===== src/hw/rtl/cpbm_pkg.sv =====
`timescale 1ns / 1ps
`default_nettype none
// ----------------------------------------------------------------------------
// cpbm_pkg
// shared types and constants of the contiguous page bitmap allocator
// ----------------------------------------------------------------------------
package cpbm_pkg;

  localparam int MAP_WORDS_DEF  = 32;
  localparam int PAGE_BYTES_DEF = 4096;

  localparam int WORD_BITS  = 32;
  localparam int BIT_IDX_W  = 5;
  localparam int ADDR_W     = 32;
  localparam int COUNT_W    = 11;
  localparam int FIRST_W    = 10;
  // run length width: a run never exceeds the count by more than one word
  localparam int RUN_W      = 12;

  localparam logic OP_ALLOC = 1'b0;
  localparam logic OP_FREE  = 1'b1;

  typedef struct packed {
    logic               operation;
    logic [COUNT_W-1:0] page_count;
    logic [ADDR_W-1:0]  free_address;
  } req_t;

  typedef struct packed {
    logic               success;
    logic [ADDR_W-1:0]  run_address;
    logic [FIRST_W-1:0] first_page;
  } rsp_t;

  // result of searching one map word for the end of a free run
  typedef struct packed {
    logic                 hit;
    logic [BIT_IDX_W-1:0] pos;
    logic [RUN_W-1:0]     run_out;
  } find_t;

endpackage
`default_nettype wire


===== src/hw/rtl/cpbm_ram.sv =====
`timescale 1ns / 1ps
`default_nettype none
// ----------------------------------------------------------------------------
// cpbm_ram
// generic simple dual-port ram, one write port, one registered read port
// ----------------------------------------------------------------------------
module cpbm_ram #(
  parameter int WIDTH = 32,
  parameter int DEPTH = 32
) (
  input  wire logic                                clk,
  input  wire logic                                we,
  input  wire logic [(DEPTH > 1 ? $clog2(DEPTH) : 1)-1:0] waddr,
  input  wire logic [WIDTH-1:0]                    wdata,
  input  wire logic [(DEPTH > 1 ? $clog2(DEPTH) : 1)-1:0] raddr,
  output logic      [WIDTH-1:0]                    rdata
);

  logic [WIDTH-1:0] mem [DEPTH];

  always_ff @(posedge clk) begin
    if (we) begin
      mem[waddr] <= wdata;
    end
    rdata <= mem[raddr];
  end

endmodule
`default_nettype wire


===== src/hw/rtl/cpbm_run_finder.sv =====
`timescale 1ns / 1ps
`default_nettype none
// ----------------------------------------------------------------------------
// cpbm_run_finder
// finds the lowest bit of one map word at which a free run reaches the count
// ----------------------------------------------------------------------------
module cpbm_run_finder (
  input  wire logic [cpbm_pkg::WORD_BITS-1:0] word,
  input  wire logic [cpbm_pkg::RUN_W-1:0]     run_in,
  input  wire logic [cpbm_pkg::COUNT_W-1:0]   count,
  output cpbm_pkg::find_t                     find
);

  localparam int NB = cpbm_pkg::WORD_BITS;
  localparam int LV = cpbm_pkg::BIT_IDX_W;

  // prefix tree: highest used bit at or below each position
  logic                              lu_v [LV+1][NB];
  logic [cpbm_pkg::BIT_IDX_W-1:0]    lu_i [LV+1][NB];
  logic [cpbm_pkg::RUN_W-1:0]        run_end [NB];
  logic [NB-1:0]                     hit;

  always_comb begin
    for (int b = 0; b < NB; b++) begin
      lu_v[0][b] = word[b];
      lu_i[0][b] = cpbm_pkg::BIT_IDX_W'(b);
    end
    for (int d = 0; d < LV; d++) begin
      for (int b = 0; b < NB; b++) begin
        if (lu_v[d][b] || b < (1 << d)) begin
          lu_v[d+1][b] = lu_v[d][b];
          lu_i[d+1][b] = lu_i[d][b];
        end else begin
          lu_v[d+1][b] = lu_v[d][b - (1 << d)];
          lu_i[d+1][b] = lu_i[d][b - (1 << d)];
        end
      end
    end
    for (int b = 0; b < NB; b++) begin
      if (lu_v[LV][b]) begin
        run_end[b] = cpbm_pkg::RUN_W'(b) - cpbm_pkg::RUN_W'(lu_i[LV][b]);
      end else begin
        run_end[b] = run_in + cpbm_pkg::RUN_W'(b) + cpbm_pkg::RUN_W'(1);
      end
      hit[b] = !word[b] && (run_end[b] >= cpbm_pkg::RUN_W'(count));
    end
    find.hit     = |hit;
    find.pos     = '0;
    for (int b = NB - 1; b >= 0; b--) begin
      if (hit[b]) begin
        find.pos = cpbm_pkg::BIT_IDX_W'(b);
      end
    end
    find.run_out = run_end[NB-1];
  end

endmodule
`default_nettype wire


===== src/hw/rtl/contiguous_page_bitmap_allocator.sv =====
`timescale 1ns / 1ps
`default_nettype none
// ----------------------------------------------------------------------------
// contiguous_page_bitmap_allocator
// first-fit allocator of contiguous page runs over a usage bitmap in ram
// ----------------------------------------------------------------------------
// req channel (req_valid / req_stall / req) takes one item at a time: an
// allocate of page_count pages, or a free of page_count pages at free_address.
// rsp channel (rsp_valid / rsp_stall / rsp) returns one item per request:
// success, the run address and the first page (both zero on free or failure).
// cfg channel (cfg_valid / cfg_ready / cfg_data) writes region_base; it is
// always ready and is to be written only while no request is in flight.
// the single map ram reads one word and writes one word per cycle: allocate
// scans the words up to the hit, then marks the words of the run; free
// clears the words of the run. a failing allocate scans every map word, and
// an allocate of zero pages goes straight to its result. after reset the map
// is cleared one word a cycle with req_stall high; configuration writes are
// taken during that pass.
// the result sits in an output register; the next request is taken while it
// waits, but that request's result waits for the receiver to drop rsp_stall.
// ----------------------------------------------------------------------------
module contiguous_page_bitmap_allocator #(
  parameter int MAP_WORDS  = cpbm_pkg::MAP_WORDS_DEF,
  parameter int PAGE_BYTES = cpbm_pkg::PAGE_BYTES_DEF
) (
  input  wire logic                        clk,
  input  wire logic                        rst,
  input  wire logic                        req_valid,
  output logic                             req_stall,
  input  wire cpbm_pkg::req_t              req,
  output logic                             rsp_valid,
  input  wire logic                        rsp_stall,
  output cpbm_pkg::rsp_t                   rsp,
  input  wire logic                        cfg_valid,
  output logic                             cfg_ready,
  input  wire logic [cpbm_pkg::ADDR_W-1:0] cfg_data
);

  // word index and page index widths
  localparam int WW = (MAP_WORDS > 1) ? $clog2(MAP_WORDS) : 1;
  localparam int PW = WW + cpbm_pkg::BIT_IDX_W;
  localparam int SH = $clog2(PAGE_BYTES);
  localparam int XW = cpbm_pkg::ADDR_W + 1;
  localparam logic [XW-1:0] TOTAL = XW'(MAP_WORDS * cpbm_pkg::WORD_BITS);
  localparam logic [WW-1:0] LAST_W = WW'(MAP_WORDS - 1);
  localparam logic [cpbm_pkg::WORD_BITS-1:0] ONES = '1;

  typedef enum logic [7:0] {
    S_CLEAR     = 8'b0000_0001,
    S_IDLE      = 8'b0000_0010,
    S_FREE_PREP = 8'b0000_0100,
    S_SCAN      = 8'b0000_1000,
    S_PLACE     = 8'b0001_0000,
    S_RANGE     = 8'b0010_0000,
    S_RMW       = 8'b0100_0000,
    S_DONE      = 8'b1000_0000
  } state_t;

  state_t                          state;
  logic [cpbm_pkg::ADDR_W-1:0]     region_base;

  // request held for the whole operation
  logic                            op;
  logic [cpbm_pkg::COUNT_W-1:0]    count;
  logic [cpbm_pkg::ADDR_W-1:0]     free_addr;
  logic [cpbm_pkg::ADDR_W-1:0]     start;

  // word range touched by the read-modify-write pass
  logic [PW-1:0]                   lo;
  logic [PW-1:0]                   hi;

  // ram read pipeline: issue index, returning index, pending flag
  logic [WW-1:0]                   iw;
  logic                            iss_on;
  logic [WW-1:0]                   dw;
  logic                            pend;
  logic [WW-1:0]                   clr_w;

  logic [cpbm_pkg::RUN_W-1:0]      run_in;
  logic [WW-1:0]                   hit_w;
  logic [cpbm_pkg::BIT_IDX_W-1:0]  hit_b;

  cpbm_pkg::rsp_t                  res;

  logic                            mem_we;
  logic [WW-1:0]                   mem_waddr;
  logic [cpbm_pkg::WORD_BITS-1:0]  mem_wdata;
  logic [cpbm_pkg::WORD_BITS-1:0]  mem_rdata;
  cpbm_pkg::find_t                 find;

  // range and mask helpers
  logic [XW-1:0]                   end_excl;
  logic [XW-1:0]                   last_pg;
  logic [XW-1:0]                   first_x;
  logic [cpbm_pkg::BIT_IDX_W-1:0]  lo_b;
  logic [cpbm_pkg::BIT_IDX_W-1:0]  hi_b;
  logic [cpbm_pkg::WORD_BITS-1:0]  mask;
  logic                            req_take;
  logic                            rsp_free;

  assign req_stall = (state != S_IDLE);
  assign req_take  = req_valid && !req_stall;
  assign cfg_ready = 1'b1;
  assign rsp_free  = !rsp_valid || !rsp_stall;

  cpbm_ram #(
    .WIDTH (cpbm_pkg::WORD_BITS),
    .DEPTH (MAP_WORDS)
  ) u_map (
    .clk   (clk),
    .we    (mem_we),
    .waddr (mem_waddr),
    .wdata (mem_wdata),
    .raddr (iw),
    .rdata (mem_rdata)
  );

  cpbm_run_finder u_find (
    .word   (mem_rdata),
    .run_in (run_in),
    .count  (count),
    .find   (find)
  );

  always_comb begin
    end_excl = XW'(start) + XW'(count);
    last_pg  = end_excl - XW'(1);
    first_x  = XW'({hit_w, hit_b}) + XW'(1) - XW'(count);
    // bits of the returning word that fall inside the run
    lo_b = (dw == lo[PW-1:cpbm_pkg::BIT_IDX_W]) ? lo[cpbm_pkg::BIT_IDX_W-1:0] : '0;
    hi_b = (dw == hi[PW-1:cpbm_pkg::BIT_IDX_W]) ? hi[cpbm_pkg::BIT_IDX_W-1:0] : '1;
    mask = (ONES << lo_b) & (ONES >> (~hi_b));
    mem_we    = 1'b0;
    mem_waddr = dw;
    mem_wdata = (op == cpbm_pkg::OP_FREE) ? (mem_rdata & ~mask) : (mem_rdata | mask);
    case (state)
      S_CLEAR: begin
        mem_we    = 1'b1;
        mem_waddr = clr_w;
        mem_wdata = '0;
      end
      S_RMW: begin
        mem_we = pend;
      end
      default: begin
        mem_we = 1'b0;
      end
    endcase
  end

  always_ff @(posedge clk) begin
    if (rst) begin
      region_base <= '0;
    end else if (cfg_valid && cfg_ready) begin
      region_base <= cfg_data;
    end
  end

  // output register, refilled only once the held item is taken
  always_ff @(posedge clk) begin
    if (rst) begin
      rsp_valid <= 1'b0;
    end else if (state == S_DONE && rsp_free) begin
      rsp_valid <= 1'b1;
    end else if (!rsp_stall) begin
      rsp_valid <= 1'b0;
    end
  end

  always_ff @(posedge clk) begin
    if (state == S_DONE && rsp_free) begin
      rsp <= res;
    end
  end

  // main sequencer
  always_ff @(posedge clk) begin
    if (rst) begin
      state  <= S_CLEAR;
      clr_w  <= '0;
      iss_on <= 1'b0;
      pend   <= 1'b0;
    end else begin
      // read pipeline advances by default
      pend <= iss_on;
      dw   <= iw;
      case (state)
        S_CLEAR: begin
          if (clr_w == LAST_W) begin
            state <= S_IDLE;
          end else begin
            clr_w <= clr_w + WW'(1);
          end
        end
        S_IDLE: begin
          if (req_take) begin
            op        <= req.operation;
            count     <= req.page_count;
            free_addr <= req.free_address;
            // empty allocate fails at once, everything else starts as a success
            res       <= '{success: (req.operation == cpbm_pkg::OP_FREE) ||
                                    (req.page_count != '0),
                           run_address: '0, first_page: '0};
            if (req.operation == cpbm_pkg::OP_FREE) begin
              state <= S_FREE_PREP;
            end else if (req.page_count == '0) begin
              state <= S_DONE;
            end else begin
              iw     <= '0;
              iss_on <= 1'b1;
              run_in <= '0;
              state  <= S_SCAN;
            end
          end
        end
        S_FREE_PREP: begin
          start <= (free_addr - region_base) >> SH;
          state <= S_RANGE;
        end
        S_SCAN: begin
          if (pend && find.hit) begin
            hit_w  <= dw;
            hit_b  <= find.pos;
            iss_on <= 1'b0;
            state  <= S_PLACE;
          end else begin
            if (iss_on) begin
              if (iw == LAST_W) begin
                iss_on <= 1'b0;
              end else begin
                iw <= iw + WW'(1);
              end
            end
            if (pend) begin
              // issue has already stopped once the last word returns
              if (dw == LAST_W) begin
                res.success <= 1'b0;
                state       <= S_DONE;
              end else begin
                run_in <= find.run_out;
              end
            end
          end
        end
        S_PLACE: begin
          start <= first_x[cpbm_pkg::ADDR_W-1:0];
          res   <= '{success: 1'b1,
                     run_address: region_base +
                                  (cpbm_pkg::ADDR_W'(first_x[PW-1:0]) << SH),
                     first_page: cpbm_pkg::FIRST_W'(first_x[PW-1:0])};
          state <= S_RANGE;
        end
        S_RANGE: begin
          // pages beyond the map are dropped
          if (count == '0 || XW'(start) >= TOTAL) begin
            state <= S_DONE;
          end else begin
            lo     <= start[PW-1:0];
            hi     <= (last_pg >= TOTAL) ? PW'(TOTAL - XW'(1)) : last_pg[PW-1:0];
            iw     <= start[PW-1:cpbm_pkg::BIT_IDX_W];
            iss_on <= 1'b1;
            state  <= S_RMW;
          end
        end
        S_RMW: begin
          if (iss_on) begin
            if (iw == hi[PW-1:cpbm_pkg::BIT_IDX_W]) begin
              iss_on <= 1'b0;
            end else begin
              iw <= iw + WW'(1);
            end
          end
          if (pend && dw == hi[PW-1:cpbm_pkg::BIT_IDX_W]) begin
            state <= S_DONE;
          end
        end
        S_DONE: begin
          iss_on <= 1'b0;
          if (rsp_free) begin
            state <= S_IDLE;
          end
        end
        default: begin
          state <= S_IDLE;
        end
      endcase
    end
  end

endmodule
`default_nettype wire

===== config.mk =====
export PLATFORM = sky130hd
export DESIGN_NAME = contiguous_page_bitmap_allocator
export DESIGN_NICKNAME = d
export VERILOG_FILES = /design/src/hw/rtl/cpbm_pkg.sv /design/src/hw/rtl/cpbm_ram.sv /design/src/hw/rtl/cpbm_run_finder.sv /design/src/hw/rtl/contiguous_page_bitmap_allocator.sv
export SDC_FILE = /design/constraint.sdc
export NUM_CORES = 2
export LEC_CHECK = 0
export BUFFER_PORTS_ARGS = -buffer_cell sky130_fd_sc_hd__buf_2
export CORE_ASPECT_RATIO = 0.8
export CORE_MARGIN = 3
export CORE_UTILIZATION = 50
export CTS_BUF_LIST = sky130_fd_sc_hd__clkbuf_4
export CTS_CLUSTER_DIAMETER = 30
export DETAILED_ROUTE_END_ITERATION = 16
export PLACE_DENSITY = 0.68
export SLEW_MARGIN = 20
export SYNTH_ARGS = -nofsm -noshare
export SYNTH_HDL_FRONTEND = slang
export SYNTH_HIERARCHICAL = 1
export SYNTH_SLANG_ARGS = --single-unit

===== constraint.sdc =====
create_clock -name clk -period 7.4 [get_ports clk]
set_clock_uncertainty 0.15 [all_clocks]
set_input_delay 0.74 -clock clk [delete_from_list [all_inputs] [get_ports clk]]
set_output_delay 0.74 -clock clk [all_outputs]
set_load 0.03 [all_outputs]

# Word-level counts from Yosys, hierarchy flattened
# Memories as Yosys holds them, arrays and structs flattened. A register that Yosys moved wholly into a read port is not among the register bits.
# Index checks and enable logic that the tools add are counted.
# word_totals
romBits	0
memories	1
latch_bits	0
out_inout_bits	46
input_bits	81
reg_bits	262
ram_bits	1024
elab_cells	682
# memory_table
memory	words	word_bits	read_ports	rd_clocked_by_memory_dff	wr	line	source
u_map.mem	32	32	1	1	1	cpbm_ram.sv:19	logic [WIDTH-1:0] mem [DEPTH];
# op_classes
reduce_logical	100
eq_ne	33
div	0
magnitude_cmp	34
shift	2
n_bitwise	8
n_mux	376
n_addsub	101
n_mul	0
# op_table
op	n
two-way mux 5 bit	127
two-way mux 12 bit	38
adder 12 x 1 -> 12 bit (second input constant)	32
>= comparator 12 x 11 -> 1 bit	32
adder 12 x 5 -> 12 bit (second input constant)	16
two-way mux 1 bit	162
adder 12 x 4 -> 12 bit (second input constant)	8
subtractor 5 x 5 -> 6 bit (first input constant)	16
case mux 42 bit (2 select lines)	1
two-way mux 8 bit	10
AND 32 bit	2
two-way mux 32 bit	2
case mux 32 bit (2 select lines)	1
case mux 8 bit (7 select lines)	1
adder 12 x 3 -> 12 bit (second input constant)	4
subtractor 4 x 5 -> 6 bit (first input constant)	8
two-way mux 43 bit	1
two-way mux 4 bit	10
logical AND 1 bit	36
logical NOT 1 bit	35
adder 32 x 11 -> 33 bit	1
>= comparator 33 x 11 -> 1 bit (second input constant)	1
subtractor 33 x 1 -> 33 bit (second input constant)	1
adder 32 x 22 -> 32 bit	1
other kinds (54)	108

# Logic depth before layout (Yosys ltp)
# logic_depth
word_depth	40
mapped_depth	31
depth_no_buf	30

# Modules after synthesis
# Netlist, hierarchy kept.
# modules_own_cells
mod	instances	area_each_um2	cells_each	seq_area_each_um2
cpbm_ram	1	40490.1	2260	31390.1
cpbm_run_finder	1	16757.3	2479	0.0
contiguous_page_bitmap_allocator	1	13899.6	1292	7056.8

# Worst setup path before layout
# OpenSTA, ideal clock, no wires.
# synth_path
path_kind	flip-flop to flip-flop
startpoint	reg u_map.rdata[2] (read register of u_map.mem)
endpoint	reg run_in[0] in the netlist's numbering, enable pin
synth_period_minus_slack_ns	7.549
required_time_ns	6.801
arrival_ns	6.950
setup_time_ns	0.449
slack_ns	-0.149
stages_incl_launch_ff	28
path_buffers	1
path_cell_list	dfxtp_1 -> clkbuf_1 -> nand2b_1 -> a21oi_1 -> o21ai_1 -> a311oi_1 -> inv_1 -> a21oi_2 -> o21a_1 -> inv_1 -> ha_1 -> nor2_1 -> a21oi_1 -> a311oi_1 -> ha_1 -> and4_1 -> a2111oi_0 -> o21ai_0 -> a221oi_1 -> o221ai_1 -> nor2_1 -> and3b_1 -> and2_1 -> nor3b_2 -> nand4bb_1 -> nor2_1 -> o221ai_1 -> a2111oi_0
# synth_rtl
item	line	source
from (decl)	cpbm_ram.sv:16	output logic [WIDTH-1:0] rdata
to (signal assigned)	contiguous_page_bitmap_allocator.sv:240	run_in <= find.run_out;
to (decl)	contiguous_page_bitmap_allocator.sv:79	logic [cpbm_pkg::RUN_W-1:0] run_in;

==> run summary <==
Rel. slew slack: 17.50%
Synthesized Nets: 6613
Synth area leader: edfxtp_1
synthesis-to-finish area growth: 13.99%
register area share after synthesis: 54.04%
NetSw: 0.004526 W
Hold/Removal Path Class: input pin to flip-flop
Slew Limit Fails: 0
Final setup viols: 0
Gate Count Post-Synth: 6031
clk slew on worst S/H paths: 0.07 ns
first-pass iteration count of the detailed router: 6
part of the power in registers: 51.0%
Worst setup SP type: flip-flop
PD cells: 208.8 nW/um^2
GR met1 Demand/Resource: 48.95%
unrepaired setup endpoints after global routing: no
Die Y-Extent: 343.4 um
grt met2 use: 48.15%
period utilization: 92.47%
crit path time final: 6.843 ns
first-pass GRT wire length: 358.6 mm
Max rail drop VDD: 0.2725 mV
worst skew pair latency: 1.28 ns
RR Startpoint: u_map/rdata[2]
grt ovf: 0
worst r2r dst: run_in[1]
Hold WS: 0.07949 ns
Cell variety after synth: 99
max-cap violation count: 0
htree depth: 5
root buffer cell: clkbuf_4
worst-margin pin slew: 1.203 ns
clock power share: 35.7%
largest net degree at the start of global routing: 111
DR WL/cell: 28.53 um
num ports: 127
syn_area_per_cell: 11.80 sq um
Placer Congestion: 1.085
Post-CTS Setup Repair Bufs: 0
# rows: 123
fmax: 146.1 MHz
CP Capture Type: flip-flop
number of routed nets with antenna violations: 0
count of flip-flops with a built-in enable after synthesis: 1227
flops & latches, synth: 1307
P_int: 0.01241 W
Total GRT Usage: 33.44%
Area contributors post-synth: edfxtp_1, ha_1, mux2i_1
layout cell share with drive strength beyond 1: 15.59%
P_leak: 31.44 nW
status: complete, no violations
CTS max path bufs: 4
Core Box Area: 141000 sq um
Reg2Reg Depth: 25
vias in the first global route: 52220
Util after Layout: 57.53%
die area: 146900 sq um
kind of critical path: flip-flop to flip-flop
final hold violations: 0
final net count: 7213
total number of vias: 54960
reg2reg setup slack: 0.56 ns
Starting Density: 50.47%
worst-path maximum fanout: 12
Fin Setup TNS: 0 ns
Die Wd: 427.7 um
gr busiest metal: met1
fraction of registers with async set/reset: 0%
Comb power frac: 13.3%
quantity of gates resized following cts: 0
share of the synthesized area in the top cell type: 51.79%
commonest non-fill, non-tap cell in the layout: edfxtp_1
Top FF cell, synth: edfxtp_1
clock sinks: 1307
PortBufs: 125
CTS tree: yes
grt met3 use: 8.602%
antenna violations before repair: 16
Sw Ratio: 26.73%
Detailed Route WL: 249.5 mm
Ys Warns: 6
vias per cell: 6.285
Critical path origin: u_map/rdata[2]
end of the critical path: run_in[1]
commonest cells after routing, fill and taps aside: edfxtp_1, mux2i_1, ha_1, clkbuf_4, nor2_1
Hold Path Depth: 2
DR DRC count: 0
Mapped Area: 71150 sq um
Required @ worst endpoint: 8.14 ns
detailed placement HPWL: 167.2 mm
DRT iter0 DRCs: 6472
Num CTS Buffers: 333
CP Data Arrival Time: 7.58 ns
==> layout make-up <==
type | count | area [sq um]
Clock buffer | 471 | 3536
Inverter | 184 | 690.7
Tap cell | 1875 | 2346
Clock inverter | 82 | 523.0
Timing Repair Buffer | 567 | 4432
Sequential cell | 1307 | 38450
Multi-Input combinational cell | 4238 | 31070
Antenna cell | 20 | 50.05
Fill cell | 11680 | 59870
==> per-layer routing <==
metal,routed length (um),vias to the layer above
met5,25,-
met4,8681,4
met3,29030,556
met2,105300,3265
met1,106400,26980
li1,-,24150
==> flip-flops by register name, indices dropped and copies added (netlist names) <==
| register | flops |
|---|---|
| u_map/mem | 1024 |
| res | 43 |
| rsp | 43 |
| free_addr | 32 |
| region_base | 32 |
| u_map/rdata | 32 |
| start | 21 |
| run_in | 12 |
| count | 11 |
| hi | 10 |
| lo | 10 |
| state | 8 |
| clr_w | 5 |
| dw | 5 |
| hit_b | 5 |
| hit_w | 5 |
| iw | 5 |
| iss_on | 1 |
| op | 1 |
| pend | 1 |
| rsp_valid | 1 |
==> synthesized netlist by cell type (all sizes together), types with 115 or more instances <==
library cell,instances
xnor2,164
a21oi,408
nand3,185
ha,498
o21ai,248
xor2,128
buf,115
clkbuf,187
inv,184
nor2,504
nor3,123
edfxtp,1227
nand2,352
mux2i,590
==> power groups by stage <==
stage,Sequential (W),Combinational (W),Clock (W)
4_1_cts,0.00863,0.00218,0.00617
2_1_floorplan,0.00876,0.00125,0
3_5_place_dp,0.00879,0.00211,0
3_3_place_gp,0.00878,0.00207,0
6_report,0.00863,0.00225,0.00605
5_1_grt,0.00865,0.00241,0.00658
==> worst max-delay path, cell delays in order (launching register included) <==
cell,delay (ns)
dfxtp_1,0.31
buf_4,0.19
o21bai_1,0.42
nor2_1,0.15
or3_1,0.42
o21ai_0,0.20
a22oi_1,0.12
buf_4,0.19
a21oi_1,0.23
nor3_1,0.11
nor3_1,0.87
ha_1,0.39
a31oi_1,0.17
o221a_2,0.21
nor3_1,0.05
nor3_1,0.24
buf_4,0.24
nand4b_1,0.11
buf_4,0.17
nor3b_2,0.18
buf_4,0.19
nand4bb_1,0.20
nor2_1,0.16
o221ai_1,0.17
a2111oi_2,0.33
buf_4,0.33
==> logic make-up after synthesis <==
family / Yosys count / share of synthesized area [%]
xor gates and xnor gates: 292 / 3.595
buffers and inverters: 486 / 3.004
other: 1 / 0.005271
muxes: 600 / 8.459
AOI/OAI and AO/OA: 1286 / 11.56
DFF: 1307 / 54.04
adders and majority gates: 501 / 8.842
and+or+nand+nor: 1558 / 10.50
==> metrics by stage <==
stage               setup slack [ns]  std cells  area [sq um]  total power (W)
floorplan                     0.4281       6031         71150          0.01000
global route                  0.1273       8729         81060          0.01764
detailed placement            0.7640       8031         75500          0.01090
CTS                           0.7626       8724         80960          0.01698
global placement              0.7366       8031         75490          0.01086
finish                        0.5570       8744         81100          0.01694
==> timing repair <==
| action | in CTS | in global routing |
|---|---|---|
| endpoints found under the setup margin | 0 | 0 |
| endpoints found under the hold margin | 106 | 0 |
| hold buffers | 140 | 0 |
==> worst min path at each step <==
| stage | start | endpoint | slack (ns) |
|---|---|---|---|
| global route | req[31] | free_addr[31] | 0.01 |
| CTS | req[30] | free_addr[30] | 0.001 |
| floorplan | res[0] | rsp[0] | 0.25 |
| global placement | res[16] | rsp[16] | 0.25 |
| finish | req[31] | free_addr[31] | 0.08 |
| detailed placement | res[12] | rsp[12] | 0.25 |
No activity file was read; power rests on OpenSTA's default activity.
